--- src/rtl/core/hvsi_pkg.sv ---
// Shared types, constants and arithmetic helpers for the HV setpoint interpolator.
package hvsi_pkg;

  localparam int CHANNELS            = 4;
  localparam int ENTRIES_PER_CHANNEL = 128;
  localparam int CH_W                = 2;
  localparam int ENTRY_W             = 7;
  localparam int IDX_W               = 9;
  localparam int WORD_W              = 16;
  localparam int VOLT_W              = 10;
  localparam int CFG_IDX_W           = 3;

  // accept edge to result strobe, in clock edges
  localparam int RESULT_DELAY = 7;

  localparam logic CMD_LOAD    = 1'b0;
  localparam logic CMD_COMPUTE = 1'b1;

  localparam logic [CFG_IDX_W-1:0] CFG_COEF_LOW  = 3'd0;
  localparam logic [CFG_IDX_W-1:0] CFG_COEF_HIGH = 3'd1;
  localparam logic [CFG_IDX_W-1:0] CFG_MAX_LOW   = 3'd2;
  localparam logic [CFG_IDX_W-1:0] CFG_MAX_HIGH  = 3'd3;
  localparam logic [CFG_IDX_W-1:0] CFG_TABLE_EN  = 3'd4;

  localparam logic [15:0] COEF_RESET = 16'd1000;
  localparam logic [9:0]  MAX_RESET  = 10'd1023;

  typedef struct packed {
    logic        cmd;
    logic [1:0]  channel;
    logic [6:0]  entry;
    logic [15:0] cal_word;
    logic [9:0]  tension;
    logic [15:0] slope;
  } req_t;

  typedef struct packed {
    logic [1:0]  out_channel;
    logic [15:0] setpoint;
    logic [15:0] increment;
    logic        from_table;
    logic        load_ack;
  } rsp_t;

  typedef struct packed {
    logic        valid;
    logic        is_load;
    logic [1:0]  channel;
    logic [9:0]  tension;
    logic [15:0] slope;
    logic [15:0] coef;
    logic [9:0]  maxv;
    logic        use_table;
    logic [3:0]  frac;
    logic        d_zero;
  } issue_t;

  // floor(t / 10) for a 10-bit value
  function automatic logic [6:0] div10_u10(input logic [9:0] t);
    logic [17:0] p;
    p = 18'(t) * 18'd205;
    return p[17:11];
  endfunction

  // floor(x / 10) for a 21-bit value
  function automatic logic [17:0] div10_u21(input logic [20:0] x);
    logic [41:0] p;
    p = 42'(x) * 42'd1677722;
    return p[41:24];
  endfunction

  // floor(x / 1000) for a 32-bit value
  function automatic logic [22:0] div1000_u32(input logic [31:0] x);
    logic [60:0] p;
    p = 61'(x) * 61'd274877907;
    return p[60:38];
  endfunction

  function automatic logic [15:0] sat16_u23(input logic [22:0] x);
    return (x > 23'd65535) ? 16'hFFFF : x[15:0];
  endfunction

endpackage

--- src/rtl/core/hvsi_calc.sv ---
// Setpoint arithmetic pipeline: interpolation, coefficient scaling, saturation.
module hvsi_calc (
  input  logic             clk,
  input  logic             rst,
  input  hvsi_pkg::issue_t issue,
  input  logic [15:0]      rdata,
  output logic             done,
  output hvsi_pkg::rsp_t   rsp
);

  typedef struct packed {
    logic       is_load;
    logic [1:0] ch;
    logic       use_table;
    logic       t_zero;
    logic       u_zero;
  } flags_t;

  logic [5:0] vld;

  flags_t      f1, f2, f3, f4, f5, f6;
  logic [9:0]  tension1;
  logic [15:0] slope1, coef1;
  logic [9:0]  max1;
  logic [3:0]  frac1, frac2, frac3;
  logic        dz1, dz2;

  logic [25:0] tc2, mc2, mc3, mc4, mc5, mc6;
  logic [31:0] sc2;
  logic [15:0] lo2, lo3, lo4, lo5;
  logic [15:0] hi3;
  logic [15:0] tq3, tq4, tq5, tq6, sq3, sq4, sq5, sq6;
  logic [20:0] num4;
  logic [17:0] qp5;
  logic [15:0] v6;

  logic signed [16:0] diff;
  logic signed [4:0]  frac_s;
  logic signed [21:0] prod;
  logic signed [21:0] num_off;
  logic signed [19:0] vs;
  logic [15:0]        v_interp;
  logic [15:0]        v_next;
  logic [25:0]        v_scaled;
  logic               tab;

  always_ff @(posedge clk) begin
    if (rst) begin
      vld  <= '0;
      done <= 1'b0;
    end else begin
      vld  <= {vld[4:0], issue.valid};
      done <= vld[5];
    end
  end

  always_comb begin
    diff     = $signed({1'b0, hi3}) - $signed({1'b0, lo3});
    frac_s   = $signed({1'b0, frac3});
    prod     = 22'(diff) * 22'(frac_s);
    num_off  = prod + 22'sd655365;
    vs       = $signed({4'd0, lo5}) + $signed({2'd0, qp5}) - 20'sd65536;
    if (vs < 20'sd0) begin
      v_interp = 16'd0;
    end else if (vs > 20'sd65535) begin
      v_interp = 16'hFFFF;
    end else begin
      v_interp = vs[15:0];
    end
    if (f5.t_zero) begin
      v_next = 16'd0;
    end else if (f5.u_zero) begin
      v_next = lo5;
    end else begin
      v_next = v_interp;
    end
    v_scaled = 26'(v6) * 26'd1000;
    tab      = f6.use_table && (v_scaled <= mc6);
  end

  always_ff @(posedge clk) begin
    f1.is_load   <= issue.is_load;
    f1.ch        <= issue.channel;
    f1.use_table <= issue.use_table;
    f1.t_zero    <= (issue.tension == 10'd0);
    f1.u_zero    <= (issue.frac == 4'd0);
    tension1     <= issue.tension;
    slope1       <= issue.slope;
    coef1        <= issue.coef;
    max1         <= issue.maxv;
    frac1        <= issue.frac;
    dz1          <= issue.d_zero;

    f2    <= f1;
    tc2   <= 26'(tension1) * 26'(coef1);
    sc2   <= 32'(slope1) * 32'(coef1);
    mc2   <= 26'(max1) * 26'(coef1);
    lo2   <= rdata;
    frac2 <= frac1;
    dz2   <= dz1;

    f3    <= f2;
    tq3   <= hvsi_pkg::sat16_u23(hvsi_pkg::div1000_u32(32'(tc2)));
    sq3   <= hvsi_pkg::sat16_u23(hvsi_pkg::div1000_u32(sc2));
    mc3   <= mc2;
    lo3   <= dz2 ? 16'd0 : lo2;
    hi3   <= rdata;
    frac3 <= frac2;

    f4   <= f3;
    num4 <= num_off[20:0];
    lo4  <= lo3;
    tq4  <= tq3;
    sq4  <= sq3;
    mc4  <= mc3;

    f5  <= f4;
    qp5 <= hvsi_pkg::div10_u21(num4);
    lo5 <= lo4;
    tq5 <= tq4;
    sq5 <= sq4;
    mc5 <= mc4;

    f6  <= f5;
    v6  <= v_next;
    tq6 <= tq5;
    sq6 <= sq5;
    mc6 <= mc5;

    rsp.out_channel <= f6.ch;
    if (f6.is_load) begin
      rsp.setpoint   <= 16'd0;
      rsp.increment  <= 16'd0;
      rsp.from_table <= 1'b0;
      rsp.load_ack   <= 1'b1;
    end else begin
      rsp.setpoint   <= tab ? v6 : tq6;
      rsp.increment  <= sq6;
      rsp.from_table <= tab;
      rsp.load_ack   <= 1'b0;
    end
  end

endmodule

--- config.mk ---
export PLATFORM = sky130hd
export DESIGN_NAME = hvsi_calc
export DESIGN_NICKNAME = d
export VERILOG_FILES = /design/src/rtl/core/hvsi_pkg.sv /design/src/rtl/core/hvsi_calc.sv
export SDC_FILE = /design/constraint.sdc
export NUM_CORES = 2
export LEC_CHECK = 0
export BUFFER_PORTS_ARGS = -buffer_cell sky130_fd_sc_hd__buf_4
export CELL_PAD_IN_SITES_DETAIL_PLACEMENT = 1
export CELL_PAD_IN_SITES_GLOBAL_PLACEMENT = 1
export CORE_ASPECT_RATIO = 1.75
export CORE_UTILIZATION = 48
export CTS_BUF_LIST = sky130_fd_sc_hd__clkbuf_8
export DETAILED_ROUTE_END_ITERATION = 6
export PLACE_DENSITY = 0.9
export SLEW_MARGIN = 20
export SYNTH_ARGS = -nofsm -noshare
export SYNTH_HDL_FRONTEND = slang
export SYNTH_SLANG_ARGS = --single-unit
--- constraint.sdc ---
create_clock -name clk -period 6.7 [get_ports clk]
set_input_delay 1.005 -clock clk [delete_from_list [all_inputs] [get_ports clk]]
set_output_delay 1.005 -clock clk [all_outputs]
set_load 0.01 [all_outputs]
## After elaboration in Yosys (flattened, before gate mapping)

Index checks and enable logic that the tools add are counted.

| word-level totals | value |
|---|---|
| register bits | 578 |
| input bits | 80 |
| output and inout bits | 37 |

| cells by class | value |
|---|---|
| add/subtract/negate cells | 4 |
| multipliers | 8 |
| magnitude comparators | 5 |
| multiplexer cells | 5 |
| reductions and logical operators | 3 |

Operator list:

| kind | count |
|---|---|
| 16-bit two-way mux | 4 |
| 32-bit by 29-bit multiplier with 61-bit output, second input constant | 1 |
| 26-bit by 29-bit multiplier with 55-bit output, second input constant | 1 |
| 10-bit by 16-bit multiplier with 26-bit output | 2 |
| 21-bit by 20-bit multiplier with 41-bit output, second input constant | 1 |
| 16-bit by 16-bit multiplier with 32-bit output | 1 |
| 26-bit less-or-equal comparator | 1 |
| 23-bit by 16-bit greater-than comparator with 1-bit output, second input constant | 1 |
| 16-bit by 7-bit multiplier with 23-bit output, second input constant | 1 |
| 21-bit adder, second input constant | 1 |
| 17-bit by 5-bit multiplier with 21-bit output | 1 |
| 20-bit by 17-bit greater-than comparator with 1-bit output, second input constant | 1 |
| 20-bit by 1-bit less-than comparator with 1-bit output, second input constant | 1 |
| 19-bit by 17-bit subtractor with 20-bit output, second input constant | 1 |
| 16-bit by 18-bit adder with 19-bit output | 1 |
| 17-bit by 16-bit greater-than comparator with 1-bit output, second input constant | 1 |
| 16-bit by 16-bit subtractor with 17-bit output | 1 |
| 10-bit zero test | 1 |
| 4-bit zero test | 1 |
| 1-bit logical AND | 1 |
| 1-bit two-way mux | 1 |

## Logic depth before layout (Yosys ltp)

| depth | value |
|---|---|
| word-level depth | 6 |
| mapped depth | 29 |

## Worst setup path after synthesis

OpenSTA, ideal clock, no wires.

| timing | value |
|---|---|
| path kind | register to register |
| start point | register sc2[22] |
| end point | register sq3[14] |
| data arrival time | 6.621 ns |
| slack | -0.065 ns |
| cell stages (with the launch flop) | 27 |
| path buffers | 1 |
| path through | dfxtp_1 > ha_1 > fa_1 > fa_1 > inv_1 > fa_1 > inv_1 > fa_1 > inv_1 > fa_1 > inv_1 > fa_1 > inv_1 > fa_1 > inv_1 > ha_1 > nand4_1 > nor4_2 > o211ai_1 > a211o_1 > a31o_1 > nand3_1 > o21ai_2 > mux2i_1 > a221oi_4 > buf_4 > nand4_1 |

| between the ends | value |
|---|---|
| word-level cells in the longest chain between the ends | 2 |

Ends and longest elaborated chain:

| element | RTL line | RTL |
|---|---|---|
| start: declaration | hvsi_calc.sv:29 | `logic [31:0] sc2;` |
| start signal: assignment | hvsi_calc.sv:96 | `sc2 <= 32'(slope1) * 32'(coef1);` |
| 32-bit by 29-bit multiplier with 61-bit output (*) | hvsi_pkg.sv:75 | `p = 61'(x) * 61'd274877907;` |
| 23-bit by 16-bit greater-than comparator with 1-bit output | hvsi_pkg.sv:80 | `return (x > 23'd65535) ? 16'hFFFF : x[15:0];` |
| end signal: assignment | hvsi_calc.sv:104 | `sq3 <= hvsi_pkg::sat16_u23(hvsi_pkg::div1000_u32(sc2));` |
| end: declaration | hvsi_calc.sv:32 | `logic [15:0] tq3, tq4, tq5, tq6, sq3, sq4, sq5, sq6;` |

Mark *: on every way between the ends. The rest lies on a longest branch, timed or not.
A chain may end at the register's enable or synchronous reset.

## Worst setup path after layout

| timing | value |
|---|---|
| start point | register sc2[4] |
| end point | register sq3[4] |

The elaborated chain is that of the path after synthesis.

==> run metrics <==
status finished, violations left; failing checks design-rule violations, max-capacitance violations, negative setup slack; Core ar. 143000 sq um; # H-tree levels 3; DRT antenna net count 0; clk slew on worst S/H paths 90 ps; Critical Path RT 7370 ps; Die H 504 microns; Final WS setup -787 ps; Setup Crit Path Kind reg2reg; # clock sinks 578; Final Cycle Share 112%; share of layout cells above drive strength 1 13.5%; clk_lat worst skew 910 ps; post-synthesis cell count 6810; endpoints failing setup 49; Arrival @ worst endpoint 8160 ps; CP endpoint kind flop; root buffer cell clkbuf_8; drt drc 1; CTS Buf Count 88; f_max 0.134 GHz; Yosys top cell area share 34.2%; Synth Register Bits 578; Layout Utilization 54.9%; post-synthesis area per instance 10.2 sq um; post-DP HPWL 193000 microns; final wirelength 268000 microns; setup TNS -29310 ps; Iteration-0 DRC Markers 3607; NumNets Final 9843; CTS Hold Bufs 0; number of global-route vias before repair 64357; CTS tree built; Slew Viols, Final 0; prevailing post-synth register cell dfxtp_1; total gr overflow 0; startpoint types flop; # rows 184; wire length per cell 28.9 microns; first-pass GRT wire length 379000 microns; most frequent cell after synthesis inv_1; number of buffers inserted by port buffering 116; max incr delay on CP 640 ps; Yosys warning total 0; total track usage 35.2%; Post-Syn Area 69200 sq um; die width 289 microns; Async SR Flop Fraction 0%; Tmin final 7490 ps; Pre-antenna DRT Iters 7; vias per inst 5.85; Crit-path slowest cell fa_1; pin count of the biggest net entering global routing 36; pre-CTS setup slack -705 ps; biggest area consumer among synthesized cells fa_1; Hold Crit Class in2reg; initial core utilization 48.3%; Post-synth EDFFs 0; Seq/Total Area, Yosys 16.7%; Bufs on Longest Clock Path 3; max_cap viols 1; RD Place Congestion 0.986; Max transition margin 1.15%; num ports 117; Max Fanout on Critical Path 9; Least-Margin Pin Slew 1470 ps; Mapped Nets 9321; Post-synth top cells inv_1, ha_1, fa_1; Final Skew 97.0 ps; RSZ-0062 raised after global routing yes; vias after detailed routing 54260; initial antenna violation count 8; Area Growth Syn to Fin 13.8%; final hold vios 0; most frequent cell on the critical path fa_1; Synth cell types 86; die area 146000 sq um; top cells by area, synth fa_1, ha_1, dfxtp_1, inv_1, and2_1; crit path cell chain buf_4 -> ha_1 -> ha_1 -> fa_1 -> fa_1 -> fa_1 -> fa_1 -> fa_1 -> inv_1 -> fa_1 -> inv_1 -> ha_1 -> nand4_1 -> nor4_4 -> o211ai_1 -> a211o_1 -> a31o_4 -> nand3_4 -> o21ai_4 -> mux2i_2 -> a221oi_4 -> buf_6 -> nand4_1
==> kinds of logic after synthesis <==
logic type,synth area share [%]
adder cells (fa/ha/maj),56.7
XOR/XNOR,2.24
flip-flops,16.7
AO/OA/AOI/OAI,5.63
AND/OR/NAND/NOR,8.45
multiplexers,0.260
buffers and inverters,9.96
==> through the flow <==
stage / cell area, sq um / hold WS (ps) / cells
after floorplan: 69200 / 310 / 6810
final: 78800 / 207 / 9268
after detailed placement: 75200 / 313 / 9072
after global routing: 78800 / 176 / 9261
after CTS: 78000 / 185 / 9243
after global placement: 75200 / 310 / 9072
==> area by class of cell <==
class | instances | area [sq um]
fillers | 15580 | 64600
multi-input cells | 4398 | 51900
flip-flops and latches | 578 | 11700
inverters | 1718 | 6450
repair buffers | 548 | 4360
well taps | 1860 | 2330
clock buffers | 103 | 1420
clock inverters | 55 | 589
diodes | 8 | 20.0
==> flip-flops by register name (all words and copies together) (netlist names), 18 cells and up <==
register and flops:
mc5 26, qp5 18, tc2 26, mc4 26, rsp 36, num4 21, mc2 26, mc3 26
mc6 26, sc2 32
==> what timing repair did <==
item,in CTS,in global routing
gates cloned,1,1
endpoints found under the hold margin,0,0
setup endpoints to repair,50,70
setup buffers,12,19
resized for setup,155,192
pin swaps,74,79
==> worst max-delay path: cells and delay by family, from the launching register on <==
family / cells / cell delay (ps)
AND/OR/NAND/NOR: 4 / 690
flip-flops: 1 / 340
buffers and inverters: 4 / 510
multiplexers: 1 / 180
AO/OA/AOI/OAI: 5 / 1100
adder cells (fa/ha/maj): 9 / 4430
==> per-layer routing <==
metal | track usage (%) | share of wire [%] | wire [microns]
met2 | 62.3 | 50 | 134000
met3 | 8.49 | 7.4 | 19800
met4 | 34.6 | 12 | 33300
met1 | 31.9 | 30 | 80600
met5 | 0 | 0 | 0
==> cells in the final DEF, fill, tap and decap left out, drive strengths merged, types with 9 or more instances in the layout <==
master / count
clkbuf: 104
o31ai: 9
clkinv: 15
a31o: 11
nand2b: 17
nor2: 141
a21oi: 171
dfxtp: 578
nor2b: 65
and2: 286
ha: 1250
o211ai: 21
o21ai: 115
mux2i: 18
nand3: 49
o21a: 13
or3: 15
a21o: 89
nand2: 469
buf: 547
nor4: 11
or2: 14
xor2: 50
a221o: 16
nand4: 40
a211oi: 25
fa: 1181
xnor2: 127
inv: 1745
a31oi: 12
nor3: 54
o21bai: 30
and3: 17
==> path summary, 6_finish.rpt <==
path | start | endpoint | slack [ps] | depth (start not counted)
max | sc2[4] | sq3[4] | -790 | 23
min | issue[38] | slope1[6] | 210 | 1
max reg2reg | sc2[4] | sq3[4] | -790 | 23
min reg2reg | sq5[0] | sq6[0] | 310 | 0
Power is left out: the tool's default activity adds up to more than one toggle a clock period on the data nets, which glitch-free logic cannot reach.
